### src/hw/rtl/mrp_pkg.sv
// shared types and constants of the primality tester
// no dependencies
package mrp_pkg;

  localparam int unsigned MRP_WIDTH = 32;
  localparam int unsigned NUM_BASES = 3;
  localparam logic [5:0] BASES [NUM_BASES] = '{6'd2, 6'd7, 6'd61};

  typedef enum logic [3:0] {
    ST_IDLE,
    ST_CLASSIFY,
    ST_DECOMP,
    ST_RED,
    ST_RED_W,
    ST_EXP,
    ST_ACC_W,
    ST_SQ_W,
    ST_CHK,
    ST_SQR,
    ST_SQR_W,
    ST_SQR_CHK,
    ST_PASS,
    ST_EMIT0,
    ST_EMIT1
  } state_e;

  typedef enum logic [2:0] {
    OP_NOP,
    OP_LOAD,
    OP_SHIFT_D,
    OP_BASE_INIT,
    OP_SHIFT_E,
    OP_INC_J,
    OP_NEXT_BASE,
    OP_EMIT
  } op_e;

  typedef enum logic [1:0] {
    MUL_RED,
    MUL_ACC,
    MUL_SQ,
    MUL_X
  } mul_sel_e;

  typedef struct packed {
    op_e      op;
    logic     mul_go;
    mul_sel_e mul_sel;
    logic     res;
  } ctrl_t;

  typedef struct packed {
    logic is_small;
    logic small_prime;
    logic d_even;
    logic e_zero;
    logic e_lsb;
    logic sq_zero;
    logic x_one;
    logic x_nm1;
    logic j_last;
    logic k_last;
    logic mul_busy;
    logic out_busy;
  } stat_t;

endpackage

### src/hw/rtl/mrp_if.sv
// valid/ready channel interfaces for candidates and results
// no dependencies
interface mrp_cand_if #(parameter int unsigned WIDTH = 32);
  logic             valid;
  logic             ready;
  logic [WIDTH-1:0] candidate;
  modport source (output valid, output candidate, input ready);
  modport sink (input valid, input candidate, output ready);
endinterface

interface mrp_res_if;
  logic valid;
  logic ready;
  logic is_prime;
  modport source (output valid, output is_prime, input ready);
  modport sink (input valid, input is_prime, output ready);
endinterface

### src/hw/rtl/mrp_datapath.sv
// datapath: operand registers, bit-serial modular multiplier, result register
// depends on mrp_pkg
module mrp_datapath #(
  parameter int unsigned WIDTH = mrp_pkg::MRP_WIDTH
) (
  input  logic              clk_i,
  input  logic              rst_ni,
  input  logic [WIDTH-1:0]  cand_i,
  input  mrp_pkg::ctrl_t    ctrl_i,
  output mrp_pkg::stat_t    stat_o,
  input  logic              out_ready_i,
  output logic              out_valid_o,
  output logic              is_prime_o
);

  localparam int unsigned RW = $clog2(WIDTH);
  localparam int unsigned CW = $clog2(WIDTH + 1);
  localparam int unsigned KW = $clog2(mrp_pkg::NUM_BASES);

  logic [WIDTH-1:0] n_q, d_q, e_q, acc_q, sq_q, ma_q, mb_q, macc_q;
  logic [WIDTH-1:0] ma_d, mb_d, mres, base_val;
  logic [RW-1:0]    r_q, j_q;
  logic [CW-1:0]    mcnt_q;
  logic [KW-1:0]    k_q;
  logic             mdst_acc_q, mdst_acc_d;
  logic             out_valid_q, is_prime_q;
  logic [WIDTH:0]   nx, t, t2, u, u2;
  logic             mul_last;

  assign base_val = WIDTH'(mrp_pkg::BASES[k_q]);
  assign nx       = {1'b0, n_q};
  assign mul_last = (mcnt_q == CW'(1));

  always_comb begin
    t  = {macc_q, 1'b0};
    t2 = (t >= nx) ? (t - nx) : t;
    u  = t2 + (mb_q[WIDTH-1] ? {1'b0, ma_q} : '0);
    u2 = (u >= nx) ? (u - nx) : u;
    mres = u2[WIDTH-1:0];
  end

  always_comb begin
    ma_d = sq_q;
    mb_d = sq_q;
    mdst_acc_d = 1'b0;
    case (ctrl_i.mul_sel)
      mrp_pkg::MUL_RED: begin
        ma_d = WIDTH'(1);
        mb_d = base_val;
      end
      mrp_pkg::MUL_ACC: begin
        ma_d = acc_q;
        mdst_acc_d = 1'b1;
      end
      mrp_pkg::MUL_SQ: begin
        ma_d = sq_q;
      end
      mrp_pkg::MUL_X: begin
        ma_d = acc_q;
        mb_d = acc_q;
        mdst_acc_d = 1'b1;
      end
      default: begin
        ma_d = sq_q;
      end
    endcase
  end

  always_ff @(posedge clk_i or negedge rst_ni) begin
    if (!rst_ni) begin
      mcnt_q      <= '0;
      k_q         <= '0;
      out_valid_q <= 1'b0;
    end else begin
      if (ctrl_i.mul_go) begin
        mcnt_q <= CW'(WIDTH);
      end else if (mcnt_q != '0) begin
        mcnt_q <= mcnt_q - CW'(1);
      end
      if (ctrl_i.op == mrp_pkg::OP_LOAD) begin
        k_q <= '0;
      end else if (ctrl_i.op == mrp_pkg::OP_NEXT_BASE) begin
        k_q <= k_q + KW'(1);
      end
      if (ctrl_i.op == mrp_pkg::OP_EMIT) begin
        out_valid_q <= 1'b1;
      end else if (out_ready_i) begin
        out_valid_q <= 1'b0;
      end
    end
  end

  always_ff @(posedge clk_i) begin
    unique case (ctrl_i.op)
      mrp_pkg::OP_LOAD: begin
        n_q <= cand_i;
        d_q <= cand_i - WIDTH'(1);
        r_q <= '0;
      end
      mrp_pkg::OP_SHIFT_D: begin
        d_q <= d_q >> 1;
        r_q <= r_q + RW'(1);
      end
      mrp_pkg::OP_BASE_INIT: begin
        acc_q <= WIDTH'(1);
        e_q   <= d_q;
        j_q   <= RW'(1);
      end
      mrp_pkg::OP_SHIFT_E: e_q <= e_q >> 1;
      mrp_pkg::OP_INC_J:   j_q <= j_q + RW'(1);
      mrp_pkg::OP_EMIT:    is_prime_q <= ctrl_i.res;
      default: ;
    endcase
    if (ctrl_i.mul_go) begin
      ma_q       <= ma_d;
      mb_q       <= mb_d;
      macc_q     <= '0;
      mdst_acc_q <= mdst_acc_d;
    end else if (mcnt_q != '0) begin
      macc_q <= mres;
      mb_q   <= mb_q << 1;
      if (mul_last) begin
        if (mdst_acc_q) begin
          acc_q <= mres;
        end else begin
          sq_q <= mres;
        end
      end
    end
  end

  always_comb begin
    stat_o.is_small    = (n_q < WIDTH'(5)) || !n_q[0];
    stat_o.small_prime = (n_q == WIDTH'(2)) || (n_q == WIDTH'(3));
    stat_o.d_even      = !d_q[0];
    stat_o.e_zero      = (e_q == '0);
    stat_o.e_lsb       = e_q[0];
    stat_o.sq_zero     = (sq_q == '0);
    stat_o.x_one       = (acc_q == WIDTH'(1));
    stat_o.x_nm1       = (acc_q == (n_q - WIDTH'(1)));
    stat_o.j_last      = (j_q >= r_q);
    stat_o.k_last      = (k_q == KW'(mrp_pkg::NUM_BASES - 1));
    stat_o.mul_busy    = (mcnt_q != '0);
    stat_o.out_busy    = out_valid_q && !out_ready_i;
  end

  assign out_valid_o = out_valid_q;
  assign is_prime_o  = is_prime_q;

endmodule

### src/hw/rtl/mrp_ctrl.sv
// controller state machine sequencing the strong probable-prime rounds
// depends on mrp_pkg
module mrp_ctrl (
  input  logic           clk_i,
  input  logic           rst_ni,
  input  logic           in_valid_i,
  output logic           in_ready_o,
  input  mrp_pkg::stat_t stat_i,
  output mrp_pkg::ctrl_t ctrl_o
);

  mrp_pkg::state_e state_q, state_d;

  always_ff @(posedge clk_i or negedge rst_ni) begin
    if (!rst_ni) begin
      state_q <= mrp_pkg::ST_IDLE;
    end else begin
      state_q <= state_d;
    end
  end

  always_comb begin
    state_d = state_q;
    unique case (state_q)
      mrp_pkg::ST_IDLE:     if (in_valid_i) state_d = mrp_pkg::ST_CLASSIFY;
      mrp_pkg::ST_CLASSIFY: begin
        if (!stat_i.is_small) state_d = mrp_pkg::ST_DECOMP;
        else if (stat_i.small_prime) state_d = mrp_pkg::ST_EMIT1;
        else state_d = mrp_pkg::ST_EMIT0;
      end
      mrp_pkg::ST_DECOMP:   if (!stat_i.d_even) state_d = mrp_pkg::ST_RED;
      mrp_pkg::ST_RED:      state_d = mrp_pkg::ST_RED_W;
      mrp_pkg::ST_RED_W: begin
        if (!stat_i.mul_busy) begin
          state_d = stat_i.sq_zero ? mrp_pkg::ST_PASS : mrp_pkg::ST_EXP;
        end
      end
      mrp_pkg::ST_EXP: begin
        if (stat_i.e_zero) state_d = mrp_pkg::ST_CHK;
        else if (stat_i.e_lsb) state_d = mrp_pkg::ST_ACC_W;
        else state_d = mrp_pkg::ST_SQ_W;
      end
      mrp_pkg::ST_ACC_W:    if (!stat_i.mul_busy) state_d = mrp_pkg::ST_SQ_W;
      mrp_pkg::ST_SQ_W:     if (!stat_i.mul_busy) state_d = mrp_pkg::ST_EXP;
      mrp_pkg::ST_CHK: begin
        if (stat_i.x_one || stat_i.x_nm1) state_d = mrp_pkg::ST_PASS;
        else state_d = mrp_pkg::ST_SQR;
      end
      mrp_pkg::ST_SQR: begin
        state_d = stat_i.j_last ? mrp_pkg::ST_EMIT0 : mrp_pkg::ST_SQR_W;
      end
      mrp_pkg::ST_SQR_W:    if (!stat_i.mul_busy) state_d = mrp_pkg::ST_SQR_CHK;
      mrp_pkg::ST_SQR_CHK: begin
        if (stat_i.x_one) state_d = mrp_pkg::ST_EMIT0;
        else if (stat_i.x_nm1) state_d = mrp_pkg::ST_PASS;
        else state_d = mrp_pkg::ST_SQR;
      end
      mrp_pkg::ST_PASS: begin
        state_d = stat_i.k_last ? mrp_pkg::ST_EMIT1 : mrp_pkg::ST_RED;
      end
      mrp_pkg::ST_EMIT0,
      mrp_pkg::ST_EMIT1:    if (!stat_i.out_busy) state_d = mrp_pkg::ST_IDLE;
      default:              state_d = mrp_pkg::ST_IDLE;
    endcase
  end

  always_comb begin
    in_ready_o     = 1'b0;
    ctrl_o.op      = mrp_pkg::OP_NOP;
    ctrl_o.mul_go  = 1'b0;
    ctrl_o.mul_sel = mrp_pkg::MUL_RED;
    ctrl_o.res     = 1'b0;
    unique case (state_q)
      mrp_pkg::ST_IDLE: begin
        in_ready_o = 1'b1;
        if (in_valid_i) ctrl_o.op = mrp_pkg::OP_LOAD;
      end
      mrp_pkg::ST_DECOMP: if (stat_i.d_even) ctrl_o.op = mrp_pkg::OP_SHIFT_D;
      mrp_pkg::ST_RED: begin
        ctrl_o.op      = mrp_pkg::OP_BASE_INIT;
        ctrl_o.mul_go  = 1'b1;
        ctrl_o.mul_sel = mrp_pkg::MUL_RED;
      end
      mrp_pkg::ST_EXP: begin
        if (!stat_i.e_zero) begin
          ctrl_o.mul_go = 1'b1;
          if (stat_i.e_lsb) begin
            ctrl_o.mul_sel = mrp_pkg::MUL_ACC;
          end else begin
            ctrl_o.mul_sel = mrp_pkg::MUL_SQ;
            ctrl_o.op      = mrp_pkg::OP_SHIFT_E;
          end
        end
      end
      mrp_pkg::ST_ACC_W: begin
        if (!stat_i.mul_busy) begin
          ctrl_o.mul_go  = 1'b1;
          ctrl_o.mul_sel = mrp_pkg::MUL_SQ;
          ctrl_o.op      = mrp_pkg::OP_SHIFT_E;
        end
      end
      mrp_pkg::ST_SQR: begin
        if (!stat_i.j_last) begin
          ctrl_o.mul_go  = 1'b1;
          ctrl_o.mul_sel = mrp_pkg::MUL_X;
          ctrl_o.op      = mrp_pkg::OP_INC_J;
        end
      end
      mrp_pkg::ST_PASS: if (!stat_i.k_last) ctrl_o.op = mrp_pkg::OP_NEXT_BASE;
      mrp_pkg::ST_EMIT0: if (!stat_i.out_busy) ctrl_o.op = mrp_pkg::OP_EMIT;
      mrp_pkg::ST_EMIT1: begin
        if (!stat_i.out_busy) begin
          ctrl_o.op  = mrp_pkg::OP_EMIT;
          ctrl_o.res = 1'b1;
        end
      end
      default: ;
    endcase
  end

endmodule

### src/hw/rtl/miller_rabin_primality_32.sv
// top level of the deterministic primality tester (bases 2, 7, 61)
// depends on mrp_pkg, mrp_if, mrp_ctrl, mrp_datapath
//
// usage:
//   cand_i carries one WIDTH-bit unsigned candidate per transaction;
//   res_o returns one is_prime bit per candidate, in order.
//   one candidate is processed at a time; cand_i.ready is high only while
//   the block is idle, and it may take a new candidate while the previous
//   result is still held in the output register.
//   0..4 and even values are answered without a modular product; otherwise
//   each base takes up to about 2 * WIDTH modular products, and every
//   modular product runs on one shared bit-serial multiplier.
//   reset clears the controller and drops res_o.valid; no clearing pass.
//   a stalled res_o holds its result, and the block waits before writing
//   the next one.
module miller_rabin_primality_32 #(
  parameter int unsigned WIDTH = mrp_pkg::MRP_WIDTH
) (
  input  logic        clk_i,
  input  logic        rst_ni,
  mrp_cand_if.sink    cand_i,
  mrp_res_if.source   res_o
);

  mrp_pkg::ctrl_t ctrl;
  mrp_pkg::stat_t stat;

  mrp_ctrl u_ctrl (
    .clk_i      (clk_i),
    .rst_ni     (rst_ni),
    .in_valid_i (cand_i.valid),
    .in_ready_o (cand_i.ready),
    .stat_i     (stat),
    .ctrl_o     (ctrl)
  );

  mrp_datapath #(.WIDTH(WIDTH)) u_dp (
    .clk_i       (clk_i),
    .rst_ni      (rst_ni),
    .cand_i      (cand_i.candidate[WIDTH-1:0]),
    .ctrl_i      (ctrl),
    .stat_o      (stat),
    .out_ready_i (res_o.ready),
    .out_valid_o (res_o.valid),
    .is_prime_o  (res_o.is_prime)
  );

endmodule

### src/flat_wrapper.sv
// flat-port wrapper written by rule: the top's interface ports become plain ports
module miller_rabin_primality_32_flat 
#(
  parameter int unsigned WIDTH = mrp_pkg::MRP_WIDTH
)
  (clk_i, rst_ni, cand_i_valid, cand_i_candidate, cand_i_ready, res_o_valid, res_o_is_prime, res_o_ready);
  mrp_cand_if #(.WIDTH(WIDTH)) cand_i_i ();
  mrp_res_if res_o_i ();
  input  logic clk_i;
  input  logic rst_ni;
  input wire logic [$bits(cand_i_i.valid)-1:0] cand_i_valid;
  input wire logic [$bits(cand_i_i.candidate)-1:0] cand_i_candidate;
  output wire logic [$bits(cand_i_i.ready)-1:0] cand_i_ready;
  output wire logic [$bits(res_o_i.valid)-1:0] res_o_valid;
  output wire logic [$bits(res_o_i.is_prime)-1:0] res_o_is_prime;
  input wire logic [$bits(res_o_i.ready)-1:0] res_o_ready;
  assign cand_i_i.valid = cand_i_valid;
  assign cand_i_i.candidate = cand_i_candidate;
  assign cand_i_ready = cand_i_i.ready;
  assign res_o_valid = res_o_i.valid;
  assign res_o_is_prime = res_o_i.is_prime;
  assign res_o_i.ready = res_o_ready;
  miller_rabin_primality_32 #(.WIDTH(WIDTH)) u_core (.clk_i(clk_i), .rst_ni(rst_ni), .cand_i(cand_i_i), .res_o(res_o_i));
endmodule
### config.mk
export PLATFORM = sky130hd
export DESIGN_NAME = miller_rabin_primality_32_flat
export DESIGN_NICKNAME = d
export VERILOG_FILES = /design/src/hw/rtl/mrp_pkg.sv /design/src/hw/rtl/mrp_if.sv /design/src/hw/rtl/mrp_datapath.sv /design/src/hw/rtl/mrp_ctrl.sv /design/src/hw/rtl/miller_rabin_primality_32.sv /design/src/flat_wrapper.sv
export SDC_FILE = /design/constraint.sdc
export NUM_CORES = 1
export LEC_CHECK = 0
export BUFFER_PORTS_ARGS = -buffer_cell sky130_fd_sc_hd__buf_2
export CAP_MARGIN = 20
export CORE_MARGIN = 4
export CORE_UTILIZATION = 60
export CTS_BUF_LIST = sky130_fd_sc_hd__clkbuf_4 sky130_fd_sc_hd__clkbuf_8
export DETAILED_ROUTE_END_ITERATION = 12
export PLACE_DENSITY_LB_ADDON = 0.3
export SLEW_MARGIN = 30
export SYNTH_ARGS = -nofsm -noshare
export SYNTH_HDL_FRONTEND = slang
export SYNTH_SLANG_ARGS = --single-unit
### constraint.sdc
create_clock -name clk_i -period 7.8 [get_ports clk_i]
set_input_delay 1.56 -clock clk_i [delete_from_list [all_inputs] [get_ports clk_i]]
set_output_delay 1.56 -clock clk_i [all_outputs]
set_load 0.005 [all_outputs]
Word-level counts from Yosys, hierarchy flattened --
Index checks and enable logic that the tools add are counted. W data, S select, Z words.
Cells by class: add/sub/neg operators 9, order comparisons 5, equality and inequality tests 37, mux-type cells 57, bitwise gates (word level) 3, reduce and logical (&&, ||, !) cells 21
Operators by type and width (count):
- $mux W32 | 9
- $pmux W32 S2 | 3
- $pmux W32 S3 | 1
- $ge A33 B32 Y1 | 2
- $eq A32 B2 Y1 const B | 2
- $logic_not A32 Y1 | 2
- $sub A32 B1 Y32 const B | 2
- $pmux W4 S14 | 1
- $mux W4 | 11
- $mux W6 | 7
- $add A33 B32 Y33 | 1
- $mux W33 | 1
- $sub A33 B32 Y33 | 1
- $eq A32 B1 Y1 const B | 1
- $eq A32 B32 Y1 | 1
- $lt A32 B3 Y1 const B | 1
- $sub A32 B32 Y32 | 1
- $eq A4 B4 Y1 const B | 7
- $pmux W3 S8 | 1
- $mux W3 | 7
- $pmux W5 S2 | 2
- $eq A4 B3 Y1 const B | 4
- $ne A2 B2 Y1 const B | 7
- $bmux W6 S2 | 1
- 28 further kinds | 56
Storage, ports and cells: register bits after elaboration 281, output and inout bits 3

Logic depth before layout (Yosys ltp) --
Gate-level depths: netlist of the first run.
word-level depth 10, depth in mapped cells 36, mapped depth without buffers 32

Modules after synthesis --
From an unflattened synthesis of the first run, not the netlist that was laid out.
Second synthesis, totals: cells, all modules 2239, area, all modules 20135.6 um^2
Modules (own cells, without submodules):
- mrp_datapath | instances 1, cells an instance 2148, area each 19483.7 um^2, seq. area each 7632.3 um^2
- mrp_ctrl | instances 1, cells an instance 91, area each 651.9 um^2, seq. area each 100.1 um^2

Worst setup path before layout of the first run --
No wires, ideal clock.
path kind register to register, start point reg u_core.u_dp.n_q[18], end point reg u_core.u_dp.sq_q[3] (data pin), arrival 7.373 ns, setup slack 0.167 ns, stages on the path, launching flop included 36, cell sequence edfxtp_1 > inv_1 > ha_1 > clkbuf_1 > a211oi_1 > nor2_1 > or4_1 > a311o_1 > o31a_1 > nand2_1 > clkbuf_1 > clkbuf_1 > nand2_1 > o21ai_0 > ha_1 > a211oi_1 > o21bai_1 > o31ai_1 > o31ai_1 > o41ai_1 > o21ai_0 > a21oi_1 > xnor2_1 > ha_1 > and3_1 > and2_1 > nand3_1 > or4_1 > o21a_1 > o211ai_1 > and2_1 > or2_1 > buf_2 > buf_4 > mux2i_1 > inv_1
On the way: longest elaborated chain between the ends 5, elaborated cells between the ends (all ways) 7
Ends and longest elaborated chain:
- start: declaration | line mrp_datapath.sv:20 | logic [WIDTH-1:0] n_q, d_q, e_q, acc_q, sq_q, ma_q, mb_q, macc_q;
- start signal: assignment | line mrp_datapath.sv:96 | n_q <= cand_i;
- $sub A33 B32 Y33 / $ge A33 B32 Y1 (equally long branches) | line mrp_datapath.sv:36 | t2 = (t >= nx) ? (t - nx) : t;
- $mux W33 | line mrp_datapath.sv:36
- $add A33 B32 Y33 | line mrp_datapath.sv:37 | u = t2 + (mb_q[WIDTH-1] ? {1'b0, ma_q} : '0);
- $ge A33 B32 Y1 / $sub A32 B32 Y32 (equally long branches) | line mrp_datapath.sv:38 | u2 = (u >= nx) ? (u - nx) : u;
- $mux W32 * | line mrp_datapath.sv:38
- via u_core.u_dp.u2[3] | line mrp_datapath.sv:27 | logic [WIDTH:0] nx, t, t2, u, u2;
- end signal: assignment | line mrp_datapath.sv:126 | sq_q <= mres;
- end: declaration | line mrp_datapath.sv:20
Mark *: on every way through the listed nets, which the timed path passes. The rest lies on a longest branch. A chain may end at the register's enable or synchronous reset.

Final worst setup path of the first run --
start point reg u_core.u_dp.n_q[17], end point reg u_core.u_dp.acc_q[30]
On the way: longest elaborated chain between the ends 9, elaborated cells between the ends (all ways) 11
Ends and longest elaborated chain:
- $sub A33 B32 Y33 / $ge A33 B32 Y1 (equally long branches) | line mrp_datapath.sv:36
- $mux W33 | line mrp_datapath.sv:36
- $add A33 B32 Y33 | line mrp_datapath.sv:37
- $sub A32 B32 Y32 / $ge A33 B32 Y1 (equally long branches) | line mrp_datapath.sv:38
- $mux W32 * | line mrp_datapath.sv:38
- via u_core.u_dp.u2[30] | line mrp_datapath.sv:27
- $mux W32 * | line mrp_datapath.sv:123 | if (mdst_acc_q) begin
- $mux W32 * | line mrp_datapath.sv:122 | if (mul_last) begin
- $mux W32 * | line mrp_datapath.sv:119 | end else if (mcnt_q != '0) begin
- $mux W32 * | line mrp_datapath.sv:114 | if (ctrl_i.mul_go) begin
- end signal: assignment | line mrp_datapath.sv:124 | acc_q <= mres;
- end: declaration | line mrp_datapath.sv:20
Marked as above.

==> results of run 1 <==
## cell type report
type | count | area [sq um]
repair buffers | 152 | 1130
clock buffers | 71 | 852
well taps | 402 | 503
flip-flops and latches | 281 | 7730
multi-input cells | 1671 | 11300
fillers | 2436 | 9600
clock inverters | 18 | 118
inverters | 113 | 424
## per-layer routing
| layer | vias up | part of all wire |
|---|---|---|
| met5 | - | 0 |
| met4 | 0 | 0.035 |
| met3 | 120 | 0.11 |
| met2 | 852 | 0.43 |
| met1 | 8223 | 0.42 |
| li1 | 8119 | - |
## power groups by stage
stage / combinational (uW) / clock [uW] / sequential (uW)
after floorplan: 12.9 / 0 / 1620
after global placement: 33.5 / 0 / 1620
after detailed placement: 35.4 / 0 / 1620
after CTS: 35.9 / 1380 / 1590
after global routing: 40.5 / 1460 / 1590
final: 36.1 / 1370 / 1590
## metrics by stage
step | setup WS (ps) | std cells
2_1_floorplan | 167 | 2164
3_3_place_gp | -29.8 | 2608
3_5_place_dp | -183 | 2608
4_1_cts | 31.5 | 2697
5_1_grt | -89.1 | 2708
6_report | 161 | 2708
## synth_stat cells, types with 13 or more instances
master,number,share of area
nor2_1,173,0.034
clkbuf_1,92,0.018
nor4_1,41,0.013
xnor2_1,102,0.046
dfrtp_1,13,0.017
a21oi_1,172,0.045
nor3_1,47,0.012
mux2i_1,26,0.014
a31oi_1,13,0.0042
nand2b_1,31,0.010
nand4_1,23,0.0075
or3_1,14,0.0045
inv_1,113,0.022
nand3_1,68,0.018
and2_1,43,0.014
nor2b_1,17,0.0055
nand2_1,205,0.040
o211ai_1,14,0.0055
dfxtp_1,64,0.067
o21ai_0,214,0.056
ha_1,114,0.074
a21o_1,40,0.016
a22oi_1,33,0.013
mux2_2,38,0.022
xor2_1,54,0.025
edfxtp_1,204,0.32
and3_1,14,0.0045
o21bai_1,15,0.0058
a211oi_1,20,0.0078
## cell families after synthesis
group                      Yosys count
AOI/OAI and AO/OA                  605
adders and majority gates          117
and+or+nand+nor                    727
xor gates and xnor gates           156
buffers and inverters              214
DFF                                281
muxes                               64
## timing repair
item	4_1_cts	5_1_grt
cloned	0	5
gates resized for setup	10	106
setup buffers	0	6
pin swaps	0	18
setup endpoints to repair	65	95
## sequential cells by signal (all words and copies together) (netlist names), 2 cells and up
register	cells
u_core.u_dp.macc_q	32
u_core.u_ctrl.state_q	4
u_core.u_dp.d_q	32
u_core.u_dp.ma_q	32
u_core.u_dp.acc_q	32
u_core.u_dp.j_q	5
u_core.u_dp.mb_q	32
u_core.u_dp.k_q	2
u_core.u_dp.r_q	5
u_core.u_dp.e_q	32
u_core.u_dp.sq_q	32
u_core.u_dp.mcnt_q	6
u_core.u_dp.n_q	32
## placed cells by master (no fill, tap or decap), types with 10 or more instances in the layout
cell type  Yosys  routed
nor2b_1       17      17
and2_1        43      42
nand3_1       68      68
clkbuf_4       0      20
nand2_1      205     203
o211ai_1      14      14
clkbuf_8       0      51
o21a_1        10      10
nor3b_1       11      10
dfxtp_1       64      64
a21oi_1      172     167
or4_1         12      12
mux2_2        38      38
nand2b_1      31      31
nor2_1       173     170
a211oi_1      20      15
nor3_1        47      46
o21ai_0      214     198
and3_1        14      13
a22oi_1       33      33
xor2_1        54      53
dfrtp_1       13      13
xnor2_1      102      97
edfxtp_1     204     204
or3_1         14      13
ha_1         114     103
o21bai_1      15      15
a21o_1        40      40
buf_4          2     107
inv_1        113     109
o21ai_1        6      18
a31oi_1       13      11
mux2i_4        0      17
buf_2          3      38
nor4_1        41      39
nand4_1       23      23
## final timing paths
kind | startpoint | end | slack, ps | depth (start not counted)
worst max-delay path | u_core.u_dp.n_q[17] | u_core.u_dp.acc_q[30] | 160 | 35
worst max register to register | u_core.u_dp.n_q[17] | u_core.u_dp.acc_q[30] | 160 | 35
worst min register to register | u_core.u_dp.macc_q[2] | u_core.u_dp.macc_q[2] | 500 | 2
min in group asynchronous | rst_ni | u_core.u_dp.mcnt_q[5] | 830 | 1
worst min-delay path | u_core.u_dp.macc_q[2] | u_core.u_dp.macc_q[2] | 500 | 2
max in group asynchronous | rst_ni | u_core.u_dp.out_valid_o | 6720 | 1
## worst register-to-register path, delay by kind of cell, from the launching register on
family	cells	cell delay [ps]
AOI/OAI and AO/OA	10	1710
xor gates and xnor gates	1	140
adders and majority gates	3	1090
buffers and inverters	6	990
DFF	1	390
muxes	2	580
and+or+nand+nor	13	2690
==> results.py, run 1 <==
metrics = {
    "status": {
        "status": "completed",
    },
    "global_routing": {
        "first_global_vias": 16145,
        "grt_use_total": 0.320,
        "gr-usage-met3": 0.0625,
        "grt.busiest_layer": "met2",
        "grt_max_degree": 92,
        "grtUsageMet1": 0.466,
        "grt_pass1_wl_um": 89400,
        "overflow": 0,
        "grt_util_met2": 0.477,
        "antenna_found_initial": 0,
    },
    "floorplanning": {
        "die_h_um": 187,
        "dieArea_sq_um": 35000,
        "initial_core_util": 0.609,
        "core_sq_um": 31600,
        "die_width_um": 187,
        "ioPinCount": 39,
        "row_count": 65,
    },
    "clock_network": {
        "holdBufCountCts": 0,
        "htree_levels": 2,
        "cts_num_sinks": 281,
        "clk_latency_ps": 630,
        "cts_buffers": 49,
        "cts_tree": "done",
        "max-clock-path-buffers": 3,
        "clk_pin_slew_worst_paths_ps": 70,
        "clock-root-buffer": "clkbuf_8",
    },
    "yosys": {
        "ys_async_sr_fraction": 0.0463,
        "synthDistinctLibCells": 72,
        "muxShareOfSynthArea": 0.0357,
        "synth_top_family_by_area": "compound AO/OA/AOI/OAI gates",
        "synth-xor-area-share": 0.0709,
        "synth-compound-area-share": 0.188,
        "yosysWarnings": 0,
        "synth_cells": 2164,
        "syn_avg_cell_area_sq_um": 8.90,
        "syn-num-nets": 2317,
        "ys_ff_latch": 281,
        "synth_fa_ha_area_frac": 0.0772,
        "yosys.area_share.simple": 0.185,
        "synthFlopType": "edfxtp_1",
        "synth_edf_count": 204,
        "syn_area_sq_um": 19300,
        "synth_seq_area_share": 0.401,
    },
    "timing": {
        "fmax_mhz": 131,
        "finalClockSkew_ps": 32.2,
        "hold_ws_ps": 497,
        "fin_tns_setup_ps": 0,
        "timing.final.crit_period_ps": 7640,
        "min_period_over_period": 0.979,
        "setup_violations": 0,
        "maxSlewViolCount": 0,
        "slew_headroom": 0.393,
        "hold_viol_final": 0,
        "worst_pin_slew_ps": 911,
    },
    "power_and_ir_drop": {
        "p_total_uw": 2990,
        "ir_drop_uv": 146,
        "p_clk_frac": 0.457,
        "swShare": 0.218,
        "p_per_area_nw_per_um2": 136,
        "intPower_uw": 2340,
        "leakage_uw": 0.00853,
        "combinationalPowerShare": 0.012,
        "p_seq_frac": 0.531,
        "power.switching_uw": 651,
    },
    "setup_path": {
        "crit_buf_inv": 6,
        "worst_path_max_delay_cell": "or4_1",
        "path_class": "flop to flop",
        "end_kind": "flop",
        "path_delay_family": "simple AND/OR/NAND/NOR gates",
        "start_kind": "flop",
        "max_stage_delay_ps": 510,
        "cp_max_fo": 19,
        "crit_required_ps": 8360,
        "crit_arrival_ps": 8200,
    },
    "flow_run": {
        "drv_cap": 0,
    },
    "layout": {
        "drive_gt1_frac": 0.157,
        "syn_to_final_growth_pct": 14.4,
        "antennaDiodeCount": 0,
        "design_area_sq_um": 22000,
        "num-nets-final": 2421,
        "fin_util": 0.697,
    },
    "routing": {
        "avgViaCountPerCell": 6.39,
        "final_antenna_net_count": 0,
        "firstDrtPassIters": 6,
        "wire_per_inst_um": 21.7,
        "drc_errors": 0,
        "dr_total_vias": 17314,
        "wl_um": 58700,
        "drt-initial-drc-count": 1834,
    },
    "placed_design": {
        "placed_area_sq_um": 20400,
        "portBuffers": 38,
        "place_congestion": 1.02,
        "dpl.hpwl_um": 43800,
    },
    "min_path": {
        "hp-class": "flop to flop",
    },
}
Power figures use the tool's default switching activity.
==> run 2: changes to the inputs <==
--- a/config.mk
+++ b/config.mk
@@ -11,7 +11,8 @@
 export CORE_UTILIZATION = 60
 export CTS_BUF_LIST = sky130_fd_sc_hd__clkbuf_4 sky130_fd_sc_hd__clkbuf_8
 export DETAILED_ROUTE_END_ITERATION = 12
-export PLACE_DENSITY_LB_ADDON = 0.3
+export GPL_ROUTABILITY_DRIVEN = 1
+export PLACE_DENSITY = 0.77
 export SLEW_MARGIN = 30
 export SYNTH_ARGS = -nofsm -noshare
 export SYNTH_HDL_FRONTEND = slang
==> constraint.sdc (replaced) <==
create_clock -name clk_i -period 9 [get_ports clk_i]
set_input_delay 1.8 -clock clk_i [delete_from_list [all_inputs] [get_ports clk_i]]
set_output_delay 1.8 -clock clk_i [all_outputs]
set_load 0.005 [all_outputs]
==> run 2 against run 1 <==
Clock skew down 4.5 ps. Non-clock buffer count decreased by 88. Critical path depth fell by 4. Combinational power down 14%. Worst hold slack lost 6.8 ps. Critical endpoint is now u_core.u_dp.sq_q[23].
==> results.py, run 2 (synthesis gave the netlist of run 1 again) <==
metrics = {
    "routing": {
        "dr_total_vias": 16923,
        "wire_per_inst_um": 21.9,
        "firstDrtPassIters": 7,
        "avgViaCountPerCell": 6.46,
        "final_antenna_net_count": 0,
        "drt-initial-drc-count": 2089,
        "drc_errors": 0,
        "wl_um": 57300,
    },
    "global_routing": {
        "grt_max_degree": 71,
        "overflow": 0,
        "grt_use_total": 0.318,
        "grt_pass1_wl_um": 89300,
        "first_global_vias": 15777,
        "antenna_found_initial": 0,
    },
    "floorplanning": {
        "die_h_um": 187,
        "dieArea_sq_um": 35000,
        "row_count": 65,
        "die_width_um": 187,
        "ioPinCount": 39,
        "core_sq_um": 31600,
        "initial_core_util": 0.609,
    },
    "layout": {
        "final_common_cell": "o21ai_0",
        "num-nets-final": 2330,
        "layout_common_cells": "o21ai_0 (213), edfxtp_1 (204), nand2_1 (203)",
        "syn_to_final_growth_pct": 8.46,
        "drive_gt1_frac": 0.0916,
        "antennaDiodeCount": 0,
    },
    "timing": {
        "timing.final.crit_period_ps": 8440,
        "worst_pin_slew_ps": 902,
        "rsz0062_at_grt": "no",
        "slew_headroom": 0.397,
        "fmax_mhz": 118,
        "finalClockSkew_ps": 27.7,
        "min_period_over_period": 0.938,
        "hold_viol_final": 0,
        "fin_tns_setup_ps": 0,
        "maxSlewViolCount": 0,
        "setup_violations": 0,
        "hold_ws_ps": 491,
    },
    "clock_network": {
        "htree_levels": 2,
        "clock-root-buffer": "clkbuf_8",
        "cts_tree": "done",
        "clk_pin_slew_worst_paths_ps": 60,
        "holdBufCountCts": 0,
        "cts_buffers": 48,
        "clk_latency_ps": 610,
        "post-cts-setup-buffer-count": 0,
        "cts_num_sinks": 281,
        "max-clock-path-buffers": 3,
    },
    "setup_path": {
        "path_class": "flop to flop",
        "end_kind": "flop",
        "crit_arrival_ps": 8780,
        "worst_path_max_delay_cell": "or4_1",
        "cp_common_cell": "inv_1",
        "cp_max_fo": 38,
        "r2r-end": "u_core.u_dp.sq_q[23]",
        "start_kind": "flop",
        "rrSetupSlack_ps": 560,
        "crit_required_ps": 9330,
        "worstRegToRegCells": 31,
        "max_stage_delay_ps": 550,
        "timing.rr.start": "u_core.u_dp.n_q[19]",
    },
    "min_path": {
        "hp-start": "u_core.u_dp.macc_q[2]",
        "holdPathStages": 2,
        "hold_end": "u_core.u_dp.macc_q[2]",
        "hp-class": "flop to flop",
    },
    "placed_design": {
        "portBuffers": 38,
        "dpl.hpwl_um": 43300,
        "place_congestion": 1.04,
    },
    "flow_run": {
        "drv_cap": 0,
    },
    "power_and_ir_drop": {
        "ir_drop_uv": 108,
        "p_per_area_nw_per_um2": 127,
        "p_total_uw": 2660,
        "leakage_uw": 0.00810,
    },
    "status": {
        "status": "completed",
    },
}
run 2: worst max path at each step:
stage,startpoint,to
after floorplan,u_core.u_dp.n_q[18],u_core.u_dp.sq_q[3]
after global placement,u_core.u_dp.n_q[18],u_core.u_dp.sq_q[21]
after detailed placement,u_core.u_dp.n_q[19],u_core.u_dp.sq_q[23]
after CTS,u_core.u_dp.n_q[19],u_core.u_dp.sq_q[23]
after global routing,u_core.u_dp.n_q[1],u_core.u_dp.sq_q[23]
final,u_core.u_dp.n_q[19],u_core.u_dp.sq_q[23]
run 2: worst max-delay path, delay by kind of cell, from the launching register on:
kind / cells / cell delay (ps)
AOI/OAI and AO/OA: 9 / 2310
adders and majority gates: 3 / 1170
buffers and inverters: 5 / 670
DFF: 1 / 490
muxes: 1 / 340
and+or+nand+nor: 13 / 3150
run 2: metal layers:
| metal | global-route usage | vias to the layer above | routed length [um] |
|---|---|---|---|
| met4 | 0.0867 | 0 | 1520 |
| li1 | - | 7937 | - |
| met3 | 0.0545 | 102 | 5870 |
| met5 | 0 | - | 0 |
| met2 | 0.476 | 857 | 24600 |
| met1 | 0.480 | 8027 | 25300 |
run 2: through the flow:
stage	cell area (sq um)	setup WS, ps	cells	util
floorplan	19300	1370	2164	-
global route	20900	12.4	2619	0.660
finish	20900	555	2619	0.660
detailed placement	19800	486	2528	0.626
global placement	19800	728	2528	0.626
CTS	20800	426	2618	0.659
run 2: area by class of cell:
type,count,area (sq um)
multi-input cells,1669,10800
fillers,2625,10700
flip-flops and latches,281,7730
clock buffers,69,831
well taps,402,503
inverters,113,424
repair buffers,64,418
clock inverters,21,199
run 2: report_power, final:
group          internal, uW  leakage, uW      switching (uW)
Clock                   711     0.000543                 543
Sequential             1380      0.00254  0.0000000000000130
Combinational          12.8      0.00502                18.1
run 2: what timing repair did:
item | CTS | global route
resized for setup | 0 | 3
endpoints found under the setup margin | 0 | 91
endpoints found under the hold margin | 0 | 0
